### src/hw/rtl/ctb_pkg.sv
package ctb_pkg;

  // Field widths
  localparam int XW     = 16;          // offsets, signed Q1.15
  localparam int FRAC   = XW - 1;      // fraction bits of an offset
  localparam int RHO_W  = 17;          // correlation, signed Q2.15
  localparam int MAG_W  = RHO_W;       // |rho| needs the full width for -2.0
  localparam int Q16_W  = 17;          // probabilities, unsigned Q1.16

  // Internal widths
  localparam int SQ_W   = 2 * FRAC + 1;    // x^2, at most 2^30
  localparam int KW     = SQ_W + 2;        // x^2 +/- x*2^15
  localparam int MARG_W = 32;              // marginals in Q30, signed
  localparam int PROD_W = 62;              // joint products in Q60
  localparam int EPS_W  = 58;              // clamped correction
  localparam int RES_W  = PROD_W + 1;      // product plus weighted correction
  localparam int RND_SH = 44;              // Q60 to Q16
  localparam int T_W    = RES_W - RND_SH;  // rounded value before saturation

  // Marginals: up = UP_C + floor(k/2), mid = MID_C - x^2 (units of 2^-30)
  localparam logic signed [MARG_W-1:0] UP_C  = MARG_W'(((64'd1 << 30) + 64'd2) / 64'd6);
  localparam logic signed [MARG_W-1:0] MID_C = MARG_W'(((64'd1 << 32) + 64'd3) / 64'd6);

  // eps0 = floor(|rho| * 2^45 / 36) = floor(|rho| * 2^43 / 9)
  localparam int EPS_SH    = 43;
  localparam int EPS_Q_W   = 40;
  localparam int EPS_SPLIT = 20;
  localparam int EPS0_W    = MAG_W + EPS_SH - 3;
  localparam logic [EPS_Q_W-1:0] EPS_Q = EPS_Q_W'((64'd1 << EPS_SH) / 64'd9);
  localparam logic [EPS_Q_W-EPS_SPLIT-1:0] EPS_Q_HI = EPS_Q[EPS_Q_W-1:EPS_SPLIT];
  localparam logic [EPS_SPLIT-1:0] EPS_Q_LO = EPS_Q[EPS_SPLIT-1:0];
  localparam logic [1:0] EPS_REM = 2'((64'd1 << EPS_SH) % 64'd9);
  localparam int N_W       = MAG_W + 2;    // |rho| * remainder
  localparam int DIV9_SH   = 21;
  localparam int DIV9_W    = 18;
  localparam logic [DIV9_W-1:0] DIV9_RECIP = DIV9_W'((64'd1 << DIV9_SH) / 64'd9 + 64'd1);

  localparam logic [RES_W-1:0] RND_HALF = RES_W'(64'd1 << (RND_SH - 1));
  localparam logic [Q16_W-1:0] Q16_ONE  = Q16_W'(64'd1 << 16);

  // Pipeline stages
  localparam int STG_SQ   = 0;
  localparam int STG_MARG = 1;
  localparam int STG_PROD = 2;
  localparam int STG_LIM  = 3;
  localparam int STG_EPS  = 4;
  localparam int STG_RES  = 5;
  localparam int STG_OUT  = 6;
  localparam int NSTG     = 7;

  typedef struct packed {
    logic [NSTG-1:0] en;
    logic [NSTG-1:0] vld;
  } pipe_ctrl_t;

  typedef struct packed {
    logic [EPS0_W-1:0] eps0;
    logic              pos;
  } corr_t;

  typedef struct packed {
    logic signed [MARG_W-1:0] up;
    logic signed [MARG_W-1:0] mid;
    logic signed [MARG_W-1:0] dn;
  } marg_t;

  // First letter y branch, second letter u branch
  typedef struct packed {
    logic signed [PROD_W-1:0] dd;
    logic signed [PROD_W-1:0] md;
    logic signed [PROD_W-1:0] ud;
    logic signed [PROD_W-1:0] dm;
    logic signed [PROD_W-1:0] mm;
    logic signed [PROD_W-1:0] um;
    logic signed [PROD_W-1:0] du;
    logic signed [PROD_W-1:0] mu;
    logic signed [PROD_W-1:0] uu;
  } prod9_t;

  typedef struct packed {
    logic signed [RES_W-1:0] dd;
    logic signed [RES_W-1:0] md;
    logic signed [RES_W-1:0] ud;
    logic signed [RES_W-1:0] dm;
    logic signed [RES_W-1:0] mm;
    logic signed [RES_W-1:0] um;
    logic signed [RES_W-1:0] du;
    logic signed [RES_W-1:0] mu;
    logic signed [RES_W-1:0] uu;
  } res9_t;

endpackage

### src/hw/rtl/ctb_pipe_ctrl.sv
module ctb_pipe_ctrl (
  input  logic                clk_i,
  input  logic                rst_ni,
  input  logic                in_valid_i,
  input  logic                out_ready_i,
  output ctb_pkg::pipe_ctrl_t ctrl_o
);

  logic [ctb_pkg::NSTG-1:0] v_d, v_q;
  logic [ctb_pkg::NSTG-1:0] en;

  // A stage loads when it is empty or its word moves on
  always_comb begin
    en[ctb_pkg::NSTG-1] = !v_q[ctb_pkg::NSTG-1] || out_ready_i;
    for (int i = ctb_pkg::NSTG - 2; i >= 0; i--) begin
      en[i] = !v_q[i] || en[i+1];
    end
    v_d[0] = en[0] ? in_valid_i : v_q[0];
    for (int i = 1; i < ctb_pkg::NSTG; i++) begin
      v_d[i] = en[i] ? v_q[i-1] : v_q[i];
    end
  end

  always_ff @(posedge clk_i or negedge rst_ni) begin
    if (!rst_ni) begin
      v_q <= '0;
    end else begin
      v_q <= v_d;
    end
  end

  assign ctrl_o.en  = en;
  assign ctrl_o.vld = v_q;

endmodule

### config.mk
export PLATFORM = sky130hd
export DESIGN_NAME = ctb_pipe_ctrl
export DESIGN_NICKNAME = d
export VERILOG_FILES = /design/src/hw/rtl/ctb_pkg.sv /design/src/hw/rtl/ctb_pipe_ctrl.sv
export SDC_FILE = /design/constraint.sdc
export NUM_CORES = 1
export LEC_CHECK = 0
export BUFFER_PORTS_ARGS = -buffer_cell sky130_fd_sc_hd__buf_4
export CAP_MARGIN = 10
export CORE_AREA = 8 8 45 47
export DETAILED_ROUTE_END_ITERATION = 8
export DIE_AREA = 0 0 53 55
export GPL_TIMING_DRIVEN = 1
export SYNTH_ARGS = -nofsm -noshare
export SYNTH_HDL_FRONTEND = slang
export SYNTH_SLANG_ARGS = --single-unit
export TNS_END_PERCENT = 1
### constraint.sdc
create_clock -name clk_i -period 1.6 [get_ports clk_i]
set_input_delay 0.4 -clock clk_i [delete_from_list [all_inputs] [get_ports clk_i]]
set_output_delay 0.4 -clock clk_i [all_outputs]
set_load 0.1 [all_outputs]
==> flow_summary_export.csv <==
group,metric,value,unit
status,status,"finished, violations left",
status,violations,"setup timing",
cts,path_clk_slew,50,ps
drt,drc,0,
power,power.leakage,0.282,nW
yosys,ys_types,15,
global_route,grt_max_degree,8,
cts,cts_root_buffer,"clkbuf_4",
floorplan,dieArea,2920,um^2
critical_path,startpoint,"v_q[4]",
floorplan,rows,14,
cts,clockBufferDepth,2,
job,drv_cap,0,
drt,dr_total_vias,303,
critical_path,ff2ff_path_depth,4,
power,p_sw_share,52.3,%
yosys,synthCells,25,
finish,area_growth,111,%
global_route,antenna_found_initial,0,
floorplan,die_h,55,um
critical_path,r2r_end,"v_q[0]",
finish,antenna-diode-count,0,
sta,period_minus_slack,1740,ps
sta,slew_headroom,81.1,%
floorplan,die_w,53,um
yosys,synth_adder_area_share,0,%
critical_path,worstPathMaxFanout,6,
critical_path,worstSetupPathType,"register to output pin",
placed_design,dp_slack,-114,ps
drt,wl,911,um
critical_path,rrSetupSlack,220,ps
floorplan,core-area,1380,um^2
sta,fmax,574,MHz
sta,rsz0062_at_grt,"yes",
drt,wl_per_cell,13.6,um
critical_path,endpoint,"ctrl_o[7]",
yosys,synth.avg_cell_area,11.9,um^2
floorplan,start_util,21.4,%
placed_design,dpl-instance-area,479,um^2
drt,via_per_inst,4.52,
sta,setup_viol_count_final,5,
yosys,synth_top_area_cell,"dfrtp_1",
sta,finalMaxSlewViolations,0,
sta,setup_slack,-143,ps
floorplan,ios,18,
yosys,syn_nets,29,
yosys,synth-simple-area-share,22.8,%
drt,drt_pass1_iterations,2,
drt,ant_nets,0,
placed_design,dp_hpwl,618,um
finish,final_layout_size_suffix_gt1_share,68.6,%
cts,tritoncts,"yes",
drt,drtIter0Drc,5,
yosys,synth_area,297,um^2
placed_design,numPortBuffers,17,
global_route,grtUsageTotal,6.70,%
power,power.switching,0.000558,W
critical_path,r2r-start,"v_q[4]",
yosys,ys_ff_latch,7,
cts,insertion_delay,240,ps
power,p_seq_share,22.8,%
placed_design,dp.cells,60,
yosys,synth-compound-area-share,11.4,%
power,ir_drop,0.000693,V
yosys,yosys.area.top_type_share,59.1,%
power,power,0.00107,W
sta,finalClockSkew,0.424,ps
power,combPwrFrac,62.6,%
finish,final_area,627,um^2
finish,final_cells,67,
finish,regMostFlops,"v_q",
cts,cts_sinks,7,
yosys,synth-xor-area-share,0,%
finish,final_nets,56,
yosys,synth_top_family_by_area,"simple AND/OR/NAND/NOR gates",
sta,worst_pin_slew,285,ps
global_route,grt_pass1_wl,1.43,mm
cts,htreeDepth,1,
global_route,grt-ovfl-total,0,
yosys,yosysSeqAreaShare,59.1,%
yosys,synth_mux_area_share,0,%
yosys,ys_warn_count,0,
power,intPower,0.000508,W
hold_path,hold_path_class,"primary input to register",
sta,finalHoldViolCount,0,
critical_path,arrival,1340,ps
critical_path,end_kind,"output pin",
critical_path,worstSetupStartpointType,"register",
yosys,synthTopCellsByArea,"dfrtp_1 (59%), nand2b_1 (6.3%), a21o_1 (5.1%)",
finish,largest_register_ffs,7,
cts,cts_buffers,3,
power,power.density,1700,nW/um^2
global_route,first_global_vias,316,
critical_path,critPathRequiredTime,1200,ps
power,clkPwrFrac,14.6,%
placed_design,gp_congestion,0.758,
finish,reg_top3,"v_q (7)",
sta,finalCritPeriodShare,109,%
==> Yosys cell counts (all sizes together) <==
library cell	number
buf	2
nand3b	1
nand2b	3
and4b	1
nand3	1
nand2	2
and2	1
dfrtp	7
inv	1
or2	1
a31o	1
nand4	1
a41o	1
a21o	2
==> what timing repair did <==
action | 4_1_cts | 5_1_grt
endpoints found under the hold margin | 7 | 0
hold buffers | 1 | 0
endpoints found under the setup margin | 7 | 7
buffers inserted | 2 | 0
pin swaps | 3 | 1
gates resized for setup | 21 | 3
==> kinds of logic after synthesis <==
family,Yosys count
compound gates,4
simple gates,11
flops,7
buf+inv,3
==> power groups by stage <==
stage / Sequential (W) / Clock, W / Combinational (W)
floorplan: 0.000441 / 0 / 0.000254
global placement: 0.000245 / 0 / 0.000566
CTS: 0.000241 / 0.000162 / 0.000659
detailed placement: 0.000245 / 0 / 0.000567
global route: 0.000245 / 0.000176 / 0.000686
finish: 0.000243 / 0.000156 / 0.000667
==> layout make-up <==
| type | count | area, um^2 |
|---|---|---|
| fill | 132 | 757 |
| timing repair buffer | 24 | 273 |
| sequential | 7 | 196 |
| multi-input combinational | 15 | 108 |
| clock buffer | 4 | 26.3 |
| tap | 16 | 20.0 |
| inverter | 1 | 3.75 |
==> routing by layer <==
metal	share of wire (%)	global-route usage (%)
met5	0	0
met4	0	3.88
met3	13	2.94
met2	44	10.5
met1	43	7.38
==> layout by cell type, fill, tap and decap left out, drive strengths merged <==
master / synthesis / layout
buf: 2 / 23
dfrtp: 7 / 7
clkbuf: 0 / 4
nand2b: 3 / 3
nand2: 2 / 2
a21o: 2 / 2
nand3b: 1 / 1
and4b: 1 / 1
inv: 1 / 1
and2: 1 / 1
nand3: 1 / 1
nand4: 1 / 1
a41o: 1 / 1
a31o: 1 / 1
or2: 1 / 1
dlygate4sd3: 0 / 1
==> how the worst min path moves through the flow <==
stage	startpoint	endpoint	slack, ps	cells past startpoint
after floorplan	rst_ni	v_q[0]	100	0
after global placement	rst_ni	v_q[6]	220	1
after detailed placement	rst_ni	v_q[6]	220	1
after CTS	in_valid_i	v_q[0]	340	2
after global routing	in_valid_i	v_q[0]	340	2
final	in_valid_i	v_q[0]	340	2
==> critical path, cell delays in order (launching register included) <==
cell     delay [ps]
dfrtp_4         460
and4b_2         300
nand4_1         120
buf_8           210
==> per-stage QoR <==
step / TNS, ps / hold slack (ps) / util (%)
floorplan: -3190 / 104 / -
global placement: -361 / 216 / 34.6
detailed placement: -386 / 217 / 34.6
CTS: -592 / 338 / 44.4
global route: -774 / 338 / 45.3
finish: -572 / 345 / 45.3
(Power assumes the default switching activity.)
