## src/hw/rtl/ctb_pkg.sv

```systemverilog
package ctb_pkg;

  // Field widths
  localparam int XW     = 16;          // offsets, signed Q1.15
  localparam int FRAC   = XW - 1;      // fraction bits of an offset
  localparam int RHO_W  = 17;          // correlation, signed Q2.15
  localparam int MAG_W  = RHO_W;       // |rho| needs the full width for -2.0
  localparam int Q16_W  = 17;          // probabilities, unsigned Q1.16

  // Internal widths
  localparam int SQ_W   = 2 * FRAC + 1;    // x^2, at most 2^30
  localparam int KW     = SQ_W + 2;        // x^2 +/- x*2^15
  localparam int MARG_W = 32;              // marginals in Q30, signed
  localparam int PROD_W = 62;              // joint products in Q60
  localparam int EPS_W  = 58;              // clamped correction
  localparam int RES_W  = PROD_W + 1;      // product plus weighted correction
  localparam int RND_SH = 44;              // Q60 to Q16
  localparam int T_W    = RES_W - RND_SH;  // rounded value before saturation

  // Marginals: up = UP_C + floor(k/2), mid = MID_C - x^2 (units of 2^-30)
  localparam logic signed [MARG_W-1:0] UP_C  = MARG_W'(((64'd1 << 30) + 64'd2) / 64'd6);
  localparam logic signed [MARG_W-1:0] MID_C = MARG_W'(((64'd1 << 32) + 64'd3) / 64'd6);

  // eps0 = floor(|rho| * 2^45 / 36) = floor(|rho| * 2^43 / 9)
  localparam int EPS_SH    = 43;
  localparam int EPS_Q_W   = 40;
  localparam int EPS_SPLIT = 20;
  localparam int EPS0_W    = MAG_W + EPS_SH - 3;
  localparam logic [EPS_Q_W-1:0] EPS_Q = EPS_Q_W'((64'd1 << EPS_SH) / 64'd9);
  localparam logic [EPS_Q_W-EPS_SPLIT-1:0] EPS_Q_HI = EPS_Q[EPS_Q_W-1:EPS_SPLIT];
  localparam logic [EPS_SPLIT-1:0] EPS_Q_LO = EPS_Q[EPS_SPLIT-1:0];
  localparam logic [1:0] EPS_REM = 2'((64'd1 << EPS_SH) % 64'd9);
  localparam int N_W       = MAG_W + 2;    // |rho| * remainder
  localparam int DIV9_SH   = 21;
  localparam int DIV9_W    = 18;
  localparam logic [DIV9_W-1:0] DIV9_RECIP = DIV9_W'((64'd1 << DIV9_SH) / 64'd9 + 64'd1);

  localparam logic [RES_W-1:0] RND_HALF = RES_W'(64'd1 << (RND_SH - 1));
  localparam logic [Q16_W-1:0] Q16_ONE  = Q16_W'(64'd1 << 16);

  // Pipeline stages
  localparam int STG_SQ   = 0;
  localparam int STG_MARG = 1;
  localparam int STG_PROD = 2;
  localparam int STG_LIM  = 3;
  localparam int STG_EPS  = 4;
  localparam int STG_RES  = 5;
  localparam int STG_OUT  = 6;
  localparam int NSTG     = 7;

  typedef struct packed {
    logic [NSTG-1:0] en;
    logic [NSTG-1:0] vld;
  } pipe_ctrl_t;

  typedef struct packed {
    logic [EPS0_W-1:0] eps0;
    logic              pos;
  } corr_t;

  typedef struct packed {
    logic signed [MARG_W-1:0] up;
    logic signed [MARG_W-1:0] mid;
    logic signed [MARG_W-1:0] dn;
  } marg_t;

  // First letter y branch, second letter u branch
  typedef struct packed {
    logic signed [PROD_W-1:0] dd;
    logic signed [PROD_W-1:0] md;
    logic signed [PROD_W-1:0] ud;
    logic signed [PROD_W-1:0] dm;
    logic signed [PROD_W-1:0] mm;
    logic signed [PROD_W-1:0] um;
    logic signed [PROD_W-1:0] du;
    logic signed [PROD_W-1:0] mu;
    logic signed [PROD_W-1:0] uu;
  } prod9_t;

  typedef struct packed {
    logic signed [RES_W-1:0] dd;
    logic signed [RES_W-1:0] md;
    logic signed [RES_W-1:0] ud;
    logic signed [RES_W-1:0] dm;
    logic signed [RES_W-1:0] mm;
    logic signed [RES_W-1:0] um;
    logic signed [RES_W-1:0] du;
    logic signed [RES_W-1:0] mu;
    logic signed [RES_W-1:0] uu;
  } res9_t;

endpackage

```

## src/hw/rtl/ctb_marg.sv

```systemverilog
module ctb_marg (
  input  logic                          clk_i,
  input  ctb_pkg::pipe_ctrl_t           ctrl_i,
  input  logic signed [ctb_pkg::XW-1:0] x_y_i,
  input  logic signed [ctb_pkg::XW-1:0] x_u_i,
  output ctb_pkg::marg_t                marg_y_o,
  output ctb_pkg::marg_t                marg_u_o
);

  logic signed [ctb_pkg::XW-1:0]   x_y_q, x_u_q;
  logic signed [2*ctb_pkg::XW-1:0] sqf_y, sqf_u;
  logic [ctb_pkg::SQ_W-1:0]        sq_y_q, sq_u_q;
  ctb_pkg::marg_t                  marg_y_d, marg_u_d, marg_y_q, marg_u_q;

  // up = C + (x^2 + x*2^15)/2, down = C + (x^2 - x*2^15)/2, mid = M - x^2
  function automatic ctb_pkg::marg_t margins(input logic signed [ctb_pkg::XW-1:0] x,
                                             input logic [ctb_pkg::SQ_W-1:0] sq);
    logic signed [ctb_pkg::KW-1:0] xs, sqs, kp, kn;
    ctb_pkg::marg_t m;
    xs    = ctb_pkg::KW'(x) <<< ctb_pkg::FRAC;
    sqs   = $signed(ctb_pkg::KW'(sq));
    kp    = sqs + xs;
    kn    = sqs - xs;
    m.up  = ctb_pkg::UP_C + ctb_pkg::MARG_W'(kp >>> 1);
    m.dn  = ctb_pkg::UP_C + ctb_pkg::MARG_W'(kn >>> 1);
    m.mid = ctb_pkg::MID_C - $signed(ctb_pkg::MARG_W'(sq));
    return m;
  endfunction

  assign sqf_y    = x_y_i * x_y_i;
  assign sqf_u    = x_u_i * x_u_i;
  assign marg_y_d = margins(x_y_q, sq_y_q);
  assign marg_u_d = margins(x_u_q, sq_u_q);

  always_ff @(posedge clk_i) begin
    if (ctrl_i.en[ctb_pkg::STG_SQ]) begin
      x_y_q  <= x_y_i;
      x_u_q  <= x_u_i;
      sq_y_q <= sqf_y[ctb_pkg::SQ_W-1:0];
      sq_u_q <= sqf_u[ctb_pkg::SQ_W-1:0];
    end
    if (ctrl_i.en[ctb_pkg::STG_MARG]) begin
      marg_y_q <= marg_y_d;
      marg_u_q <= marg_u_d;
    end
  end

  assign marg_y_o = marg_y_q;
  assign marg_u_o = marg_u_q;

endmodule

```

## config.mk

```make
export PLATFORM = sky130hd
export DESIGN_NAME = ctb_marg
export DESIGN_NICKNAME = d
export VERILOG_FILES = /design/src/hw/rtl/ctb_pkg.sv /design/src/hw/rtl/ctb_marg.sv
export SDC_FILE = /design/constraint.sdc
export NUM_CORES = 2
export LEC_CHECK = 0
export CAP_MARGIN = 20
export CORE_MARGIN = 10
export CORE_UTILIZATION = 55
export CTS_CLUSTER_DIAMETER = 120
export CTS_CLUSTER_SIZE = 8
export DETAILED_ROUTE_END_ITERATION = 7
export DONT_BUFFER_PORTS = 1
export HOLD_SLACK_MARGIN = 0.08
export PLACE_DENSITY = 0.72
export SYNTH_ARGS = -nofsm -noshare
export SYNTH_HDL_FRONTEND = slang
export SYNTH_SLANG_ARGS = --single-unit
export TNS_END_PERCENT = 10
```

## constraint.sdc

```tcl
create_clock -name clk_i -period 15.6 [get_ports clk_i]
set_input_delay 2.34 -clock clk_i [delete_from_list [all_inputs] [get_ports clk_i]]
set_output_delay 2.34 -clock clk_i [all_outputs]
set_load 0.02 [all_outputs]
```

==> results.yml <==
sta:
  slew_violations: 0
  fin_skew_ns: 0.0186
  max_freq_mhz: 115
  rsz0062_at_grt: "no"
  setup_violations: 0
  max_slew.worst_pin.slew_ns: 0.908
  hold_viol: 0
  relSlewSlack: 0.379
  tns_ns: 0
  post-route-period-util: 0.558
  fin_crit_ns: 8.70
global_route:
  grt_overflow: 0
  grt_pass1_wl_mm: 118
  grt_max_degree: 159
  antenna_found_initial: 0
  grt_util_all_layers: 0.215
  grt_pass1_vias: 22900
worst_setup_path:
  start_kind: "input port"
  worstPathArrival_ns: 8.95
  cp_common_cell: "fa_1"
  slowest_stage: "a2111oi_0"
  worstReg2RegEnd: "marg_y_o[95]$_DFFE_PP_"
  slowest_delay_ns: 0.80
  cp_max_fo: 19
  startpoint: "x_y_i[15]"
  worst-r2r-cell-count: 10
  path_class: "in2reg"
  r2r-start: "sq_y_q[16]$_DFFE_PP_"
  critPathCaptureType: "register"
  cp_top_family: "adder cells"
  worst-path-buf-inv: 3
  ff2ff_setup_slack_ns: 11.83
  crit_chain: "inv_1 > nor2_1 > fa_1 > inv_1 > fa_1 > fa_1 > fa_1 > fa_1 > fa_1 > inv_1 > ha_1 > and4_1 > nand3_1 > nor2_1 > a2111oi_0 > a311oi_1 > a211o_1 > a21oi_1 > xnor2_1"
  cp.required_ns: 15.85
die:
  rows: 87
  io_pins: 239
  die_y_um: 260
  fp.dieW_um: 260
  core_area_mm2: 0.0567
  start_util: 0.558
  die_area_mm2: 0.0676
final_layout:
  fillerInstances: 4692
  multi_input_area_mm2: 0.0208
  drive_above_1_share: 0.0263
  antenna-diode-count: 0
  syn2layout_area_growth_pct: 4.25
  most-common-layout-cells: "750 x inv_1, 466 x fa_1, 248 x edfxtp_1"
  num-nets-final: 3871
  regArea_mm2: 0.00745
  layout_commonest_cell: "inv_1"
clocking:
  cts_setup_buffers: 0
  clk_pin_slew_ns: 0.05
  cts_tree: "done"
  cts_sinks: 248
  post_cts_resized: 0
  cts_buffers: 36
  clockBufferDepth: 3
  cts-root-buf: "clkbuf_16"
  clock_latency_ns: 0.52
  h-tree-depth: 2
  cts_hold_buf: 0
yosys:
  synth_area_leader_cell: "fa_1"
  synth_edf_count: 248
  synth_top_area_frac: 0.295
  synth_cell_type_count: 90
  async_flop_share: 0
  ys.flop_type: "edfxtp_1"
  ys_seq_area_frac: 0.235
  synthTopCellsByArea: "fa_1 29%, edfxtp_1 24%, ha_1 9.6%"
  synthCells: 3182
  netlist_area_mm2: 0.0317
  ys_ff_latch: 248
  yosysWarnings: 0
  syn_avg_cell_area_um2: 9.95
route:
  drc: 0
  dr.first_iter.drc_count: 1435
  num_vias: 21400
  first_pass_iters: 6
  wl_per_cell_um: 18.4
  ant_nets: 0
  wl_mm: 71.2
  viasPerCell: 5.52
run:
  maxCapViolations: 0
min_path:
  hold_depth: 0
  hold_path_class: "reg2reg"
  hold_end: "marg_y_o[34]$_DFFE_PP_"
  hp-start: "sq_y_q[2]$_DFFE_PP_"
placement:
  finalWeightedCongestion: 0.904
  portBuffers: 0
  place_hpwl_mm: 57.8
run_status:
  status: "complete, no violations"
[per-layer routing]
metal  vias up  GRT usage  routed length, um
li1       9875          -                  -
met1     10700      0.291              31000
met2       701      0.357              33900
met3       116     0.0302               4750
met4         0     0.0554               1550
met5         -          0                  0
[state kept, by name, summed over array words and instances, names as in the netlist]
register  cells
marg_u_o     79
marg_y_o     79
sq_u_q       29
sq_y_q       29
x_u_q        16
x_y_q        16
[worst max path at each step]
stage | end | cells after the start
2_1_floorplan | sq_u_q[27]$_DFFE_PP_ | 21
3_3_place_gp | sq_y_q[29]$_DFFE_PP_ | 19
3_5_place_dp | sq_y_q[29]$_DFFE_PP_ | 19
4_1_cts | sq_y_q[29]$_DFFE_PP_ | 19
5_1_grt | sq_y_q[29]$_DFFE_PP_ | 19
6_report | sq_y_q[29]$_DFFE_PP_ | 19
[Yosys cell counts, types with 6 or more instances]
cell type and count:
a2111oi_0 6, a211oi_1 13, a21o_1 39, a21oi_1 115
a31oi_1 14, and2_1 66, and3_1 11, buf_2 10
buf_4 35, clkbuf_1 64, clkinv_1 6, edfxtp_1 248
fa_1 466, ha_1 244, inv_1 750, nand2_1 206
nand2b_1 19, nand3_1 32, nand3b_1 6, nor2_1 178
nor2b_1 25, nor3_1 39, nor4_1 8, o211ai_1 14
o21a_1 41, o21ai_0 80, o21bai_1 22, o221ai_1 9
o31a_1 6, or2_2 14, or3_1 14, xnor2_1 187
xor2_1 64
[metrics by stage]
step | cells | setup WS, ns | utilization | hold WS (ns) | cell area, um^2
6_report | 3871 | 6.90 | 0.582 | 0.585 | 33000
5_1_grt | 3871 | 6.62 | 0.582 | 0.616 | 33000
3_5_place_dp | 3832 | 6.41 | 0.566 | 0.592 | 32100
4_1_cts | 3871 | 6.93 | 0.582 | 0.594 | 33000
2_1_floorplan | 3187 | 7.20 | - | 0.503 | 31700
3_3_place_gp | 3832 | 6.43 | 0.566 | 0.574 | 32100
[logic make-up (layout without fill, tap and decap cells)]
| family | after synthesis | count (layout) | share of synthesized area |
|---|---|---|---|
| mux | 5 | 5 | 0.00186 |
| other cells | 1 | 6 | 0.000118 |
| xor+xnor | 251 | 251 | 0.0694 |
| fa+ha+maj | 710 | 710 | 0.391 |
| simple gates | 651 | 651 | 0.0980 |
| compound gates | 449 | 449 | 0.0972 |
| flops | 248 | 248 | 0.235 |
| buf+inv | 867 | 795 | 0.107 |
[area by class of cell]
| cell class | count | area share |
|---|---|---|
| Clock inverter | 2 | 0.000531 |
| Multi-Input combinational cell | 2072 | 0.631 |
| Inverter | 756 | 0.0859 |
| Clock buffer | 37 | 0.0280 |
| Sequential cell | 248 | 0.226 |
| Tap cell | 756 | 0.0286 |
Power is not shown: default switching activity piles up to over one toggle a cycle in this logic, so the estimate is an artifact.
