--- src/hw/rtl/ctb_pkg.sv ---
package ctb_pkg;

  // Field widths
  localparam int XW     = 16;          // offsets, signed Q1.15
  localparam int FRAC   = XW - 1;      // fraction bits of an offset
  localparam int RHO_W  = 17;          // correlation, signed Q2.15
  localparam int MAG_W  = RHO_W;       // |rho| needs the full width for -2.0
  localparam int Q16_W  = 17;          // probabilities, unsigned Q1.16

  // Internal widths
  localparam int SQ_W   = 2 * FRAC + 1;    // x^2, at most 2^30
  localparam int KW     = SQ_W + 2;        // x^2 +/- x*2^15
  localparam int MARG_W = 32;              // marginals in Q30, signed
  localparam int PROD_W = 62;              // joint products in Q60
  localparam int EPS_W  = 58;              // clamped correction
  localparam int RES_W  = PROD_W + 1;      // product plus weighted correction
  localparam int RND_SH = 44;              // Q60 to Q16
  localparam int T_W    = RES_W - RND_SH;  // rounded value before saturation

  // Marginals: up = UP_C + floor(k/2), mid = MID_C - x^2 (units of 2^-30)
  localparam logic signed [MARG_W-1:0] UP_C  = MARG_W'(((64'd1 << 30) + 64'd2) / 64'd6);
  localparam logic signed [MARG_W-1:0] MID_C = MARG_W'(((64'd1 << 32) + 64'd3) / 64'd6);

  // eps0 = floor(|rho| * 2^45 / 36) = floor(|rho| * 2^43 / 9)
  localparam int EPS_SH    = 43;
  localparam int EPS_Q_W   = 40;
  localparam int EPS_SPLIT = 20;
  localparam int EPS0_W    = MAG_W + EPS_SH - 3;
  localparam logic [EPS_Q_W-1:0] EPS_Q = EPS_Q_W'((64'd1 << EPS_SH) / 64'd9);
  localparam logic [EPS_Q_W-EPS_SPLIT-1:0] EPS_Q_HI = EPS_Q[EPS_Q_W-1:EPS_SPLIT];
  localparam logic [EPS_SPLIT-1:0] EPS_Q_LO = EPS_Q[EPS_SPLIT-1:0];
  localparam logic [1:0] EPS_REM = 2'((64'd1 << EPS_SH) % 64'd9);
  localparam int N_W       = MAG_W + 2;    // |rho| * remainder
  localparam int DIV9_SH   = 21;
  localparam int DIV9_W    = 18;
  localparam logic [DIV9_W-1:0] DIV9_RECIP = DIV9_W'((64'd1 << DIV9_SH) / 64'd9 + 64'd1);

  localparam logic [RES_W-1:0] RND_HALF = RES_W'(64'd1 << (RND_SH - 1));
  localparam logic [Q16_W-1:0] Q16_ONE  = Q16_W'(64'd1 << 16);

  // Pipeline stages
  localparam int STG_SQ   = 0;
  localparam int STG_MARG = 1;
  localparam int STG_PROD = 2;
  localparam int STG_LIM  = 3;
  localparam int STG_EPS  = 4;
  localparam int STG_RES  = 5;
  localparam int STG_OUT  = 6;
  localparam int NSTG     = 7;

  typedef struct packed {
    logic [NSTG-1:0] en;
    logic [NSTG-1:0] vld;
  } pipe_ctrl_t;

  typedef struct packed {
    logic [EPS0_W-1:0] eps0;
    logic              pos;
  } corr_t;

  typedef struct packed {
    logic signed [MARG_W-1:0] up;
    logic signed [MARG_W-1:0] mid;
    logic signed [MARG_W-1:0] dn;
  } marg_t;

  // First letter y branch, second letter u branch
  typedef struct packed {
    logic signed [PROD_W-1:0] dd;
    logic signed [PROD_W-1:0] md;
    logic signed [PROD_W-1:0] ud;
    logic signed [PROD_W-1:0] dm;
    logic signed [PROD_W-1:0] mm;
    logic signed [PROD_W-1:0] um;
    logic signed [PROD_W-1:0] du;
    logic signed [PROD_W-1:0] mu;
    logic signed [PROD_W-1:0] uu;
  } prod9_t;

  typedef struct packed {
    logic signed [RES_W-1:0] dd;
    logic signed [RES_W-1:0] md;
    logic signed [RES_W-1:0] ud;
    logic signed [RES_W-1:0] dm;
    logic signed [RES_W-1:0] mm;
    logic signed [RES_W-1:0] um;
    logic signed [RES_W-1:0] du;
    logic signed [RES_W-1:0] mu;
    logic signed [RES_W-1:0] uu;
  } res9_t;

endpackage

--- src/hw/rtl/ctb_eps_gen.sv ---
module ctb_eps_gen (
  input  logic                       clk_i,
  input  logic                       rst_ni,
  input  logic                       cfg_we_i,
  input  logic [ctb_pkg::RHO_W-1:0]  cfg_wdata_i,
  output ctb_pkg::corr_t             corr_o
);

  localparam int PW = ctb_pkg::MAG_W + ctb_pkg::EPS_SPLIT;

  logic signed [ctb_pkg::RHO_W-1:0]                 rho_q;
  logic [ctb_pkg::MAG_W-1:0]                        mag;
  logic [ctb_pkg::N_W-1:0]                          rem_n;
  logic [ctb_pkg::N_W+ctb_pkg::DIV9_W-1:0]          rem_p;
  logic [PW-1:0]                                    ph_d, ph_q, pl_d, pl_q;
  logic [ctb_pkg::N_W-1:0]                          t9_d, t9_q;
  logic                                             pos_d, pos_a_q;
  logic [ctb_pkg::EPS0_W-1:0]                       eps0_d;
  ctb_pkg::corr_t                                   corr_q;

  // Split |rho| * floor(2^43/9) into two narrow partial products
  always_comb begin
    mag   = rho_q[ctb_pkg::RHO_W-1] ? ctb_pkg::MAG_W'(-rho_q) : ctb_pkg::MAG_W'(rho_q);
    ph_d  = mag * ctb_pkg::EPS_Q_HI;
    pl_d  = mag * ctb_pkg::EPS_Q_LO;
    rem_n = mag * ctb_pkg::EPS_REM;
    rem_p = rem_n * ctb_pkg::DIV9_RECIP;
    t9_d  = ctb_pkg::N_W'(rem_p >> ctb_pkg::DIV9_SH);
    pos_d = !rho_q[ctb_pkg::RHO_W-1] && (rho_q != '0);
    eps0_d = ctb_pkg::EPS0_W'({ph_q, {ctb_pkg::EPS_SPLIT{1'b0}}})
           + ctb_pkg::EPS0_W'(pl_q) + ctb_pkg::EPS0_W'(t9_q);
  end

  always_ff @(posedge clk_i or negedge rst_ni) begin
    if (!rst_ni) begin
      rho_q   <= '0;
      ph_q    <= '0;
      pl_q    <= '0;
      t9_q    <= '0;
      pos_a_q <= 1'b0;
      corr_q  <= '0;
    end else begin
      if (cfg_we_i) begin
        rho_q <= cfg_wdata_i;
      end
      ph_q        <= ph_d;
      pl_q        <= pl_d;
      t9_q        <= t9_d;
      pos_a_q     <= pos_d;
      corr_q.eps0 <= eps0_d;
      corr_q.pos  <= pos_a_q;
    end
  end

  assign corr_o = corr_q;

endmodule

--- config.mk ---
export PLATFORM = sky130hd
export DESIGN_NAME = ctb_eps_gen
export DESIGN_NICKNAME = d
export VERILOG_FILES = /design/src/hw/rtl/ctb_pkg.sv /design/src/hw/rtl/ctb_eps_gen.sv
export SDC_FILE = /design/constraint.sdc
export NUM_CORES = 1
export LEC_CHECK = 0
export BUFFER_PORTS_ARGS = -buffer_cell sky130_fd_sc_hd__clkbuf_2
export CAP_MARGIN = 20
export CORE_ASPECT_RATIO = 1.5
export CORE_MARGIN = 3
export CORE_UTILIZATION = 60
export DETAILED_ROUTE_END_ITERATION = 6
export GPL_ROUTABILITY_DRIVEN = 0
export GPL_TIMING_DRIVEN = 0
export PLACE_DENSITY = 0.78
export SETUP_SLACK_MARGIN = 0.3
export SYNTH_ARGS = -nofsm -noshare
export SYNTH_HDL_FRONTEND = slang
export SYNTH_SLANG_ARGS = --single-unit
--- constraint.sdc ---
create_clock -name clk_i -period 12.35 [get_ports clk_i]
set_clock_uncertainty 0.2 [all_clocks]
set_input_delay 1.235 -clock clk_i [delete_from_list [all_inputs] [get_ports clk_i]]
set_output_delay 1.235 -clock clk_i [all_outputs]
set_load 0.1 [all_outputs]
==> metrics.txt, run 1 <==
final setup TNS=0 ns; non-filler cells, final=2154; busiest metal layer after global routing=met2; RSZ-0062 raised after global routing=no; Yosys top cell area share=23.70%; post-synthesis xor/xnor area fraction=7.373%; clk root buf=clkbuf_16; Post-Synth Simple-Gate Area=under 10%; Synth Area per Inst=10.09 um2; drt total wl=around 43000 um; number of nets in the layout=2274; kind of critical path=reg2reg; CTS max path bufs=2; CTS buffer count=17; largest net degree at the start of global routing=95; Yosys top cell by area=dfrtp_1; cell total after placement=2121; HPWL Detailed=35910 um; Synth Flop Type=dfrtp_1; CTS tree=yes; Post-synth EDFFs=0; die height=~210 um; Worst-path clk slew=approximately 0.07 ns; Synth Cell Area=about 17000 um2; CP Capture Type=register; clock latency on the worst-skew pair=0.45 ns; crit path max fanout=6; status=finished clean; Seq cells post-synth=162; Seq. cell area=4054 um2; DR vias=12.46k; routing usage on met1=32.62%; # fillers=2091; GRT Resource Usage Total=29.35%; max-slew violation count=0; relative max-transition margin=23.95%; first-pass GRT wire length=68060 um; Worst EP required=12.47 ns; sequential share of the synthesized area=23.70%; Routed Antenna Nets=0; number of global-route vias before repair=13.21k; post-route minimum period=9.358 ns; CP arrival=~9.5 ns; num ports=78; fmax=106.9 MHz; initial antenna violation count=0; Synth Area in Compound Gates=12.09%; Synth area leaders=dfrtp_1 (24%), ha_1 (21%), fa_1 (20%), inv_1 (7.5%), xnor2_1 (4.7%); Post-CTS Resized=0; postcts setup bufs=0; final hold violation count=0; part of the cycle the worst path needs=75.77%; Setup-failing EPs final=0; DRT iter0 DRCs=997; TritonCTS Sinks=162; Synth Net Count=2175; Hold WC Path Type=reg2reg; layout cells sized above 1=8.241%; Initial Util=60.97%; Mapped Cells=1696; PortBufs=76; ys async rst share=100.0%; max-cap viol count=0; Row Count=75; grt total ovfl=0; Die W=~140 um; DRC errors left=0; Netlist cell types=67; area added between synthesis and finish=8.616%; WL/cell=19.99 um; combined area of the multi-input logic cells=11690 um2; Post-Synth Adder-Cell Area=41.08%; diodes inserted=0; Synth Warn #=0; area of the die=30610 um2; met3 usage=about 5.6%; core area=~28000 um2; met2 Use GR=50.90%; Startpoint Class=register; H-tree depth=4; mux cell area share after synthesis=less than 1%; Hold Slack=0.1533 ns; drt first pass iters=5; via density per instance=5.785; Worst Tran Pin Value=1.133 ns; CTS Hold Bufs=0; main combinational cell family by area after synthesis=adder cells
synth_stat cells, types with 3 or more instances:
cell and number:
nand2b_1 8, a21boi_0 4, o21a_1 16, a221oi_1 4
o21ai_0 58, or2_2 7, xnor2_1 92, nand4_1 11
nor2b_1 9, nor2_1 64, mux2_2 15, a211o_1 3
or3_1 5, fa_1 171, and3_1 11, nand2_1 70
nor3_1 12, a31oi_1 9, o211ai_1 8, a21o_1 50
a21oi_1 94, a221o_1 3, o22ai_1 3, xor2_1 47
ha_1 288, inv_1 343, a31o_2 3, o31ai_1 10
dfrtp_1 162, a211oi_1 11, o21bai_1 19, and2_1 6
nand3_1 24, clkbuf_1 15
registers in the layout, summed over array words and instances (netlist names):
name / cells
corr_o: 58
rho_q: 17
ph_q: 37
t9_q: 15
pos_a_q: 1
pl_q: 34
path summary, 6_finish.rpt:
kind / start / end / slack (ns) / cells past startpoint
worst max-delay path: rho_q[5] / pl_q[35] / 2.99 / 23
worst min-delay path: t9_q[0] / corr_o[1] / 0.15 / 0
worst max register to register: rho_q[5] / pl_q[35] / 2.99 / 23
worst min register to register: t9_q[0] / corr_o[1] / 0.15 / 0
max in group asynchronous: rst_ni / rho_q[10] / 10.52 / 2
min in group asynchronous: rst_ni / corr_o[34] / 0.58 / 1
layer usage:
layer	share of wire, %	up-vias
li1	-	5784
met1	37	5989
met2	50	489
met3	5.6	198
met4	8.0	0
met5	0	-
critical path: stages, from the launching register on:
cell and delay [ns]:
dfrtp_1 0.44, or4_4 0.57, or3_4 0.35, nor3_1 0.42
a21boi_0 0.22, xnor2_1 0.46, inv_1 0.27, ha_1 0.30
xnor2_1 0.38, inv_1 0.12, fa_1 0.71, inv_1 0.11
fa_1 0.57, fa_1 0.67, fa_1 0.46, ha_1 0.38
and3_1 0.23, and2_1 0.22, a32o_1 0.28, a31oi_1 0.37
o21ai_0 0.32, a211oi_1 0.61, nor3_1 0.12, or3b_2 0.46
final cells by class:
cell class | count | area share, %
buffer | 18 | 0.4242
inverter | 343 | 6.929
tap | 346 | 2.330
clock buffer | 21 | 2.478
multi-input combinational | 1173 | 62.90
sequential | 162 | 21.82
clock inverter | 11 | 0.7609
timing repair buffer | 80 | 2.364
cell usage in the layout (no fill, tap or decap), types with 19 or more instances in the layout:
master,count
nand2_1,70
xor2_1,47
a21oi_1,94
inv_1,343
xnor2_1,92
o21ai_0,58
clkbuf_2,75
fa_1,171
dfrtp_1,162
ha_1,288
nor2_1,64
a21o_1,50
nand3_1,24
o21bai_1,19
stage by stage:
step                utilization [%]  setup WS (ns)  instance area (um2)
CTS                           66.19          3.060                18570
detailed placement            64.05          3.080                17970
global placement              63.87          3.149                17920
finish                        66.22          2.992                18580
global route                  66.22          2.590                18580
floorplan                         -          4.412                17110
logic make-up after synthesis:
| kind of cell | count (synthesis) |
|---|---|
| xor+xnor | 141 |
| buf+inv | 361 |
| fa+ha+maj | 459 |
| compound gates | 318 |
| simple gates | 240 |
| flops | 162 |
| mux | 15 |
Power of run 1 is not shown: default switching activity piles up to over one toggle a cycle in this logic, so the estimate is an artifact.
==> inputs of run 2 (changes only) <==
- ABC_AREA: unset -> 1
- CORE_UTILIZATION: 60 -> 58
- PLACE_DENSITY: 0.78 -> 0.79
- clock period: 12.35 -> 7.8 ns (I/O delays scaled with it)
==> metrics.txt, run 2 <==
status=finished, violations left; final instance area=around 21000 um2; part of the cycle the worst path needs=93.71%; drt total wl=between 60000 and 70000 um; CP arrival=between 7 and 8 ns; Routed Antenna Nets=0; Synth area leaders=dfrtp_1 (21%), ha_1 (18%), fa_1 (17%), inv_1 (9.5%), nand2_1 (8.7%); path depth of the worst reg2reg path=26; Synth Net Count=2964; failing checks=design-rule violations; largest net degree at the start of global routing=124; Seq cells post-synth=162; final setup TNS=0 ns; most frequent cells after synthesis=inv_1 (501), nand2_1 (454), ha_1 (288); relative max-transition margin=35.37%; Synth Area per Inst=7.925 um2; max-cap viol count=0; TritonCTS Sinks=162; drt first pass iters=7; CTS tree=yes; Initial Util=about three fifths; commonest cells after routing, fill and taps aside=inv_1 (499), nand2_1 (453), ha_1 (285), nor2_1 (210), fa_1 (166); CTS buffer count=17; clock latency on the worst-skew pair=between 0.4 and 0.5 ns; Hold WC Path Type=in2async; Synth Warn #=0; CP Capture Type=register; H-tree depth=4; DRT iter0 DRCs=roughly 1.5k; WL/cell=21.95 um; GRT Resource Usage Total=37.42%; kind of critical path=reg2reg; Mapped Cells=~2.5k; CTS Hold Bufs=0; commonest non-fill, non-tap cell in the layout=inv_1; Netlist cell types=51; crit path max fanout=6; diodes inserted=0; Synth Cell Area=between 15000 and 20000 um2; RSZ-0062 raised after global routing=yes; Worst Tran Pin Value=0.9593 ns; layout cells sized above 1=about a tenth; Die W=156.5 um; Synth Flop Type=dfrtp_1; via density per instance=about 5.9; r2r setup slk=0.49 ns; Reg2Reg Capture Point=ph_q[36]; placed inst area=a little over 20000 um2; worst r2r src=rho_q[0]; Post-synth EDFFs=0; Final WS setup=between 0.4 and 0.5 ns; max reg flops=58; max-slew violation count=0; Yosys top cell area share=20.58%; initial antenna violation count=1; area of the die=36250 um2; Startpoint Class=register; area added between synthesis and finish=9.040%; num ports=78; clk root buf=clkbuf_16; number of nets in the layout=3075; Hold Slack=~0.031 ns; HPWL Detailed=between 50000 and 60000 um; DRC errors left=13; Yosys top cell by area=dfrtp_1; CTS max path bufs=2; ys async rst share=100.0%; Setup-failing EPs final=0; PortBufs=77; final hold violation count=0; worst slack, placed=-0.2805 ns; sequential share of the synthesized area=20.58%; first-pass GRT wire length=100400 um; Row Count=82; grt total ovfl=0; Worst-path clk slew=0.08 ns; number of global-route vias before repair=roughly 18k; Worst Setup SP=rho_q[0]; count leader, synth=inv_1; fmax=approximately 140 MHz; DR vias=17.90k; core area=roughly 33000 um2; post-route minimum period=7.309 ns; die height=231.7 um; Worst EP required=7.95 ns
-- run 2: cell count changes in the layout (fill, tap and decap cells not counted), sizes merged, moves of 18 or more --
cell   change
o21ai     +45
a21o      -32
nand2    +394
a21oi     +48
nor3      +18
nand3     +93
nor2     +166
xnor2     -69
xor2      +44
inv      +192
-- run 2: through the flow --
step           instances  utilization, %
6_report            3029           64.20
5_1_grt             3029           64.20
4_1_cts             3021           63.65
3_3_place_gp        2982           61.60
3_5_place_dp        2984           61.73
2_1_floorplan       2485               -
-- run 2: worst max path at each step --
stage                           to  slack, ns  depth (start not counted)
after detailed placement  ph_q[36]      -0.28                         31
after global placement    t9_q[14]       -0.1                         32
after CTS                 ph_q[36]       0.27                         32
after global routing      ph_q[36]       0.22                         31
final                     ph_q[36]       0.49                         26
after floorplan           t9_q[14]       1.21                         30
-- run 2: layout make-up --
cell class	instances	area [um2]
inverters	538	2023
clock buffers	19	442.9
repair buffers	92	526.8
clock inverters	13	125.1
plain buffers	10	46.29
flip-flops and latches	162	4055
well taps	420	525.5
fillers	2762	11970
multi-input cells	1775	13730
-- run 2: worst max-delay path: stages (launching register included) --
cell and delay [ns]:
dfrtp_2 0.50, inv_2 0.14, nand3_1 0.18, nor2_1 0.14, nand2_1 0.10, o31ai_1 0.26, xor2_1 0.61, inv_1 0.15
fa_1 0.42, inv_1 0.18, ha_1 0.44, fa_1 0.52, fa_1 0.56, inv_1 0.10, fa_1 0.46, fa_1 0.53
inv_1 0.06, ha_1 0.37, nand2_1 0.13, nor2_1 0.22, inv_1 0.08, nor2_1 0.15, nand3_1 0.11, nand3_1 0.15
nand2_1 0.07, nand2_1 0.08, xor2_1 0.25
-- run 2: what timing repair did --
action | 4_1_cts | 5_1_grt
resized for setup | 6 | 29
endpoints found under the setup margin | 59 | 60
pin swaps | 2 | 2
buffers inserted | 5 | 7
-- run 2: logic make-up (layout without fill, tap and decap cells) --
logic type | Yosys count | count (layout) | synth area share, %
DFF | 162 | 162 | 20.58
adders and majority gates | 459 | 459 | 35.68
AOI/OAI and AO/OA | 313 | 313 | 9.047
and+or+nand+nor | 887 | 887 | 19.05
xor gates and xnor gates | 116 | 116 | 5.159
buffers and inverters | 548 | 672 | 10.48
-- run 2: routing by layer --
| layer | up-vias | wire (um) | track usage, % |
|---|---|---|---|
| li1 | 8065 | - | - |
| met5 | - | 7 | 0 |
| met3 | 479 | 5933 | 10.74 |
| met2 | 1088 | 31210 | 62.45 |
| met4 | 2 | 8543 | 35.07 |
| met1 | 8266 | 20810 | 36.52 |
Power of run 2 is left out for the same reason.
==> inputs of run 3 (changes only) <==
- clock period: 7.8 -> 6.5 ns (I/O delays scaled with it)
==> metrics.txt, run 3 <==
status=did not finish; Fail Step=5_1_grt; Run Error=[ERROR GRT-0232] Routing congestion too high. Check the congestion heatmap in the GUI.; WEP type=sequential cell input; H-tree depth=4; Synth Cell Area=a little under 20000 um2; Synth Net Count=between 2k and 3k; grt total ovfl=9; Synth Warn #=0; Synth area leaders=dfrtp_1 (21%), ha_1 (18%), fa_1 (17%), inv_1 (9.5%), nand2_1 (8.7%); CTS buffer count=17; Yosys top cell area share=between 20% and 30%; Netlist cell types=51; CTS max path bufs=2; count leader, synth=inv_1; Seq cells post-synth=162; Synth Flop Type=dfrtp_1; Post-synth EDFFs=0; ys async rst share=100.0%; GRT Resource Usage Total=53.56%; Synth Area per Inst=around 7.9 um2; largest net degree at the start of global routing=99; Die W=156.5 um; Row Count=82; GRT worst endpoint=t9_q[8]$_DFF_PN0_/D; num ports=78; Initial Util=58.88%; Mapped Cells=2485; HPWL Detailed=53060 um; die height=231.7 um; TritonCTS Sinks=162; clk root buf=clkbuf_16; sequential share of the synthesized area=about a fifth; PortBufs=77; most frequent cells after synthesis=inv_1 (501), nand2_1 (454), ha_1 (288); Yosys top cell by area=dfrtp_1
-- run 3: cell counts after synthesis --
No cell type changed its count.
-- run 3: routing by layer --
| layer | track usage, % | overflow |
|---|---|---|
| met4 | 56.42 | 5 |
| met3 | 32.62 | 0 |
| met1 | 50.52 | 0 |
| met2 | 75.47 | 4 |
| met5 | 3.501 | 0 |
-- run 3: cells by family after synthesis --
family,share of synthesized area (%)
compound gates,9.047
xor+xnor,5.159
fa+ha+maj,35.68
buf+inv,10.48
flops,20.58
simple gates,19.05
-- run 3: what timing repair did --
item / in CTS
gates resized for setup: 304
setup endpoints to repair: 66
pin swaps: 108
setup buffers: 66
hold buffers: 1
endpoints found under the hold margin: 16
-- run 3: per-stage QoR --
step	setup WS [ns]	area (um2)	instances	TNS, ns	util [%]
CTS	0.2052	23130	3081	0	69.15
floorplan	0.3014	19770	2485	0	-
global placement	-0.9078	20680	2982	-39.99	61.82
detailed placement	-0.9901	20720	2984	-42.95	61.94
==> inputs of run 4 (changes only) <==
- CORE_ASPECT_RATIO: 1.5 -> unset
- CORE_UTILIZATION: 58 -> 40
- PLACE_DENSITY: 0.79 -> unset
- PLACE_DENSITY_LB_ADDON: unset -> 0.15
- SETUP_SLACK_MARGIN: 0.3 -> unset
- clock period: 6.5 -> 8.5 ns (I/O delays scaled with it)
==> metrics.txt, run 4 (same netlist as run 2, synthesis figures left out) <==
max reg flops=58; cell total after placement=3222; Hold WC Path Type=reg2reg; number of global-route vias before repair=17.24k; Top Family by Delay on Critical Path=adder cells; drt first pass iters=5; CP Capture Type=register; Worst-path clk slew=0.08 ns; TritonCTS Sinks=162; WP buf/inv=11; initial antenna violation count=1; CTS max path bufs=2; Setup-failing EPs final=0; master of the slowest instance on the critical path=fa_1; status=finished clean; clock latency on the worst-skew pair=0.51 ns; non-filler cells, final=between 3k and 4k; part of the cycle the worst path needs=93.64%; drt total wl=64120 um; commonest non-fill, non-tap cell in the layout=inv_1; relative max-transition margin=24.24%; RSZ-0062 raised after global routing=no; crit path max fanout=8; Worst EP required=8.66 ns; number of nets in the layout=approximately 3.1k; Worst Tran Pin Value=1.133 ns; post-route minimum period=7.959 ns; first-pass GRT wire length=roughly 99000 um; final setup TNS=0 ns; layout cells sized above 1=8.122%; DR vias=16.53k; largest net degree at the start of global routing=97; via density per instance=5.080; die height=227.9 um; Die W=227.9 um; H-tree depth=4; commonest cells after routing, fill and taps aside=inv_1 (501), nand2_1 (454), ha_1 (288), nor2_1 (210), fa_1 (171); Startpoint Class=register; CTS buffer count=17; Row Count=80; CTS tree=yes; fmax=125.6 MHz; HPWL Detailed=56410 um; WL/cell=19.71 um; area added between synthesis and finish=9.523%; DRT iter0 DRCs=977; PortBufs=77; num ports=78; final hold violation count=0; Routed Antenna Nets=0; kind of critical path=reg2reg; grt total ovfl=0; # fillers=4886; core area=48150 um2; CP arrival=~8.1 ns; postcts setup bufs=0; Crit path top cell by count=inv_1; DRC errors left=0; area of the die=51930 um2; Initial Util=40.90%; max-cap viol count=0; Hold Slack=0.1441 ns; max-slew violation count=0; diodes inserted=0; Critical Path Max Stage Delay=0.69 ns; GRT Resource Usage Total=25.27%; clk root buf=clkbuf_16
[run 4: area by class of cell]
cell class	count	area, um2	area share (%)
Clock buffer	19	452.9	2.100
Sequential cell	162	4054	18.79
Tap cell	656	820.8	3.805
Timing Repair Buffer	81	447.9	2.077
Multi-Input combinational cell	1775	13590	63.01
Clock inverter	13	138.9	0.6439
Buffer	10	43.79	0.2030
Inverter	538	2019	9.363
[run 4: per-stage QoR]
| step | instance area [um2] | worst slack (ns) | util (%) |
|---|---|---|---|
| 2_1_floorplan | 19690 | 1.912 | - |
| 3_3_place_gp | 20900 | 0.2430 | 43.41 |
| 3_5_place_dp | 20960 | 0.4718 | 43.54 |
| 4_1_cts | 21550 | 0.4228 | 44.77 |
| 5_1_grt | 21570 | 0.1149 | 44.80 |
| 6_report | 21570 | 0.5409 | 44.80 |
[run 4: final timing paths]
check / depth (start not counted) / start / endpoint / slack (ns)
min in group asynchronous: 1 / rst_ni / corr_o[7] / 0.23
max in group asynchronous: 2 / rst_ni / pl_q[17] / 7.03
worst min-delay path: 0 / pos_a_q / corr_o[0] / 0.14
worst max register to register: 32 / rho_q[0] / t9_q[10] / 0.54
worst min register to register: 0 / pos_a_q / corr_o[0] / 0.14
worst max-delay path: 32 / rho_q[0] / t9_q[10] / 0.54
[run 4: timing repair]
item | 4_1_cts | 5_1_grt
hold endpoints to repair | 0 | 0
resized for setup | 0 | 2
setup endpoints to repair | 0 | 3
hold buffers | 0 | 0
[run 4: per-layer routing]
metal	part of all wire, %	vias up	global-route usage, %
met5	0	-	0
met4	6.2	0	14.48
li1	-	8000	-
met1	42	7804	31.23
met3	6.7	145	5.439
met2	45	581	40.98
Power of run 4 is left out for the same reason.
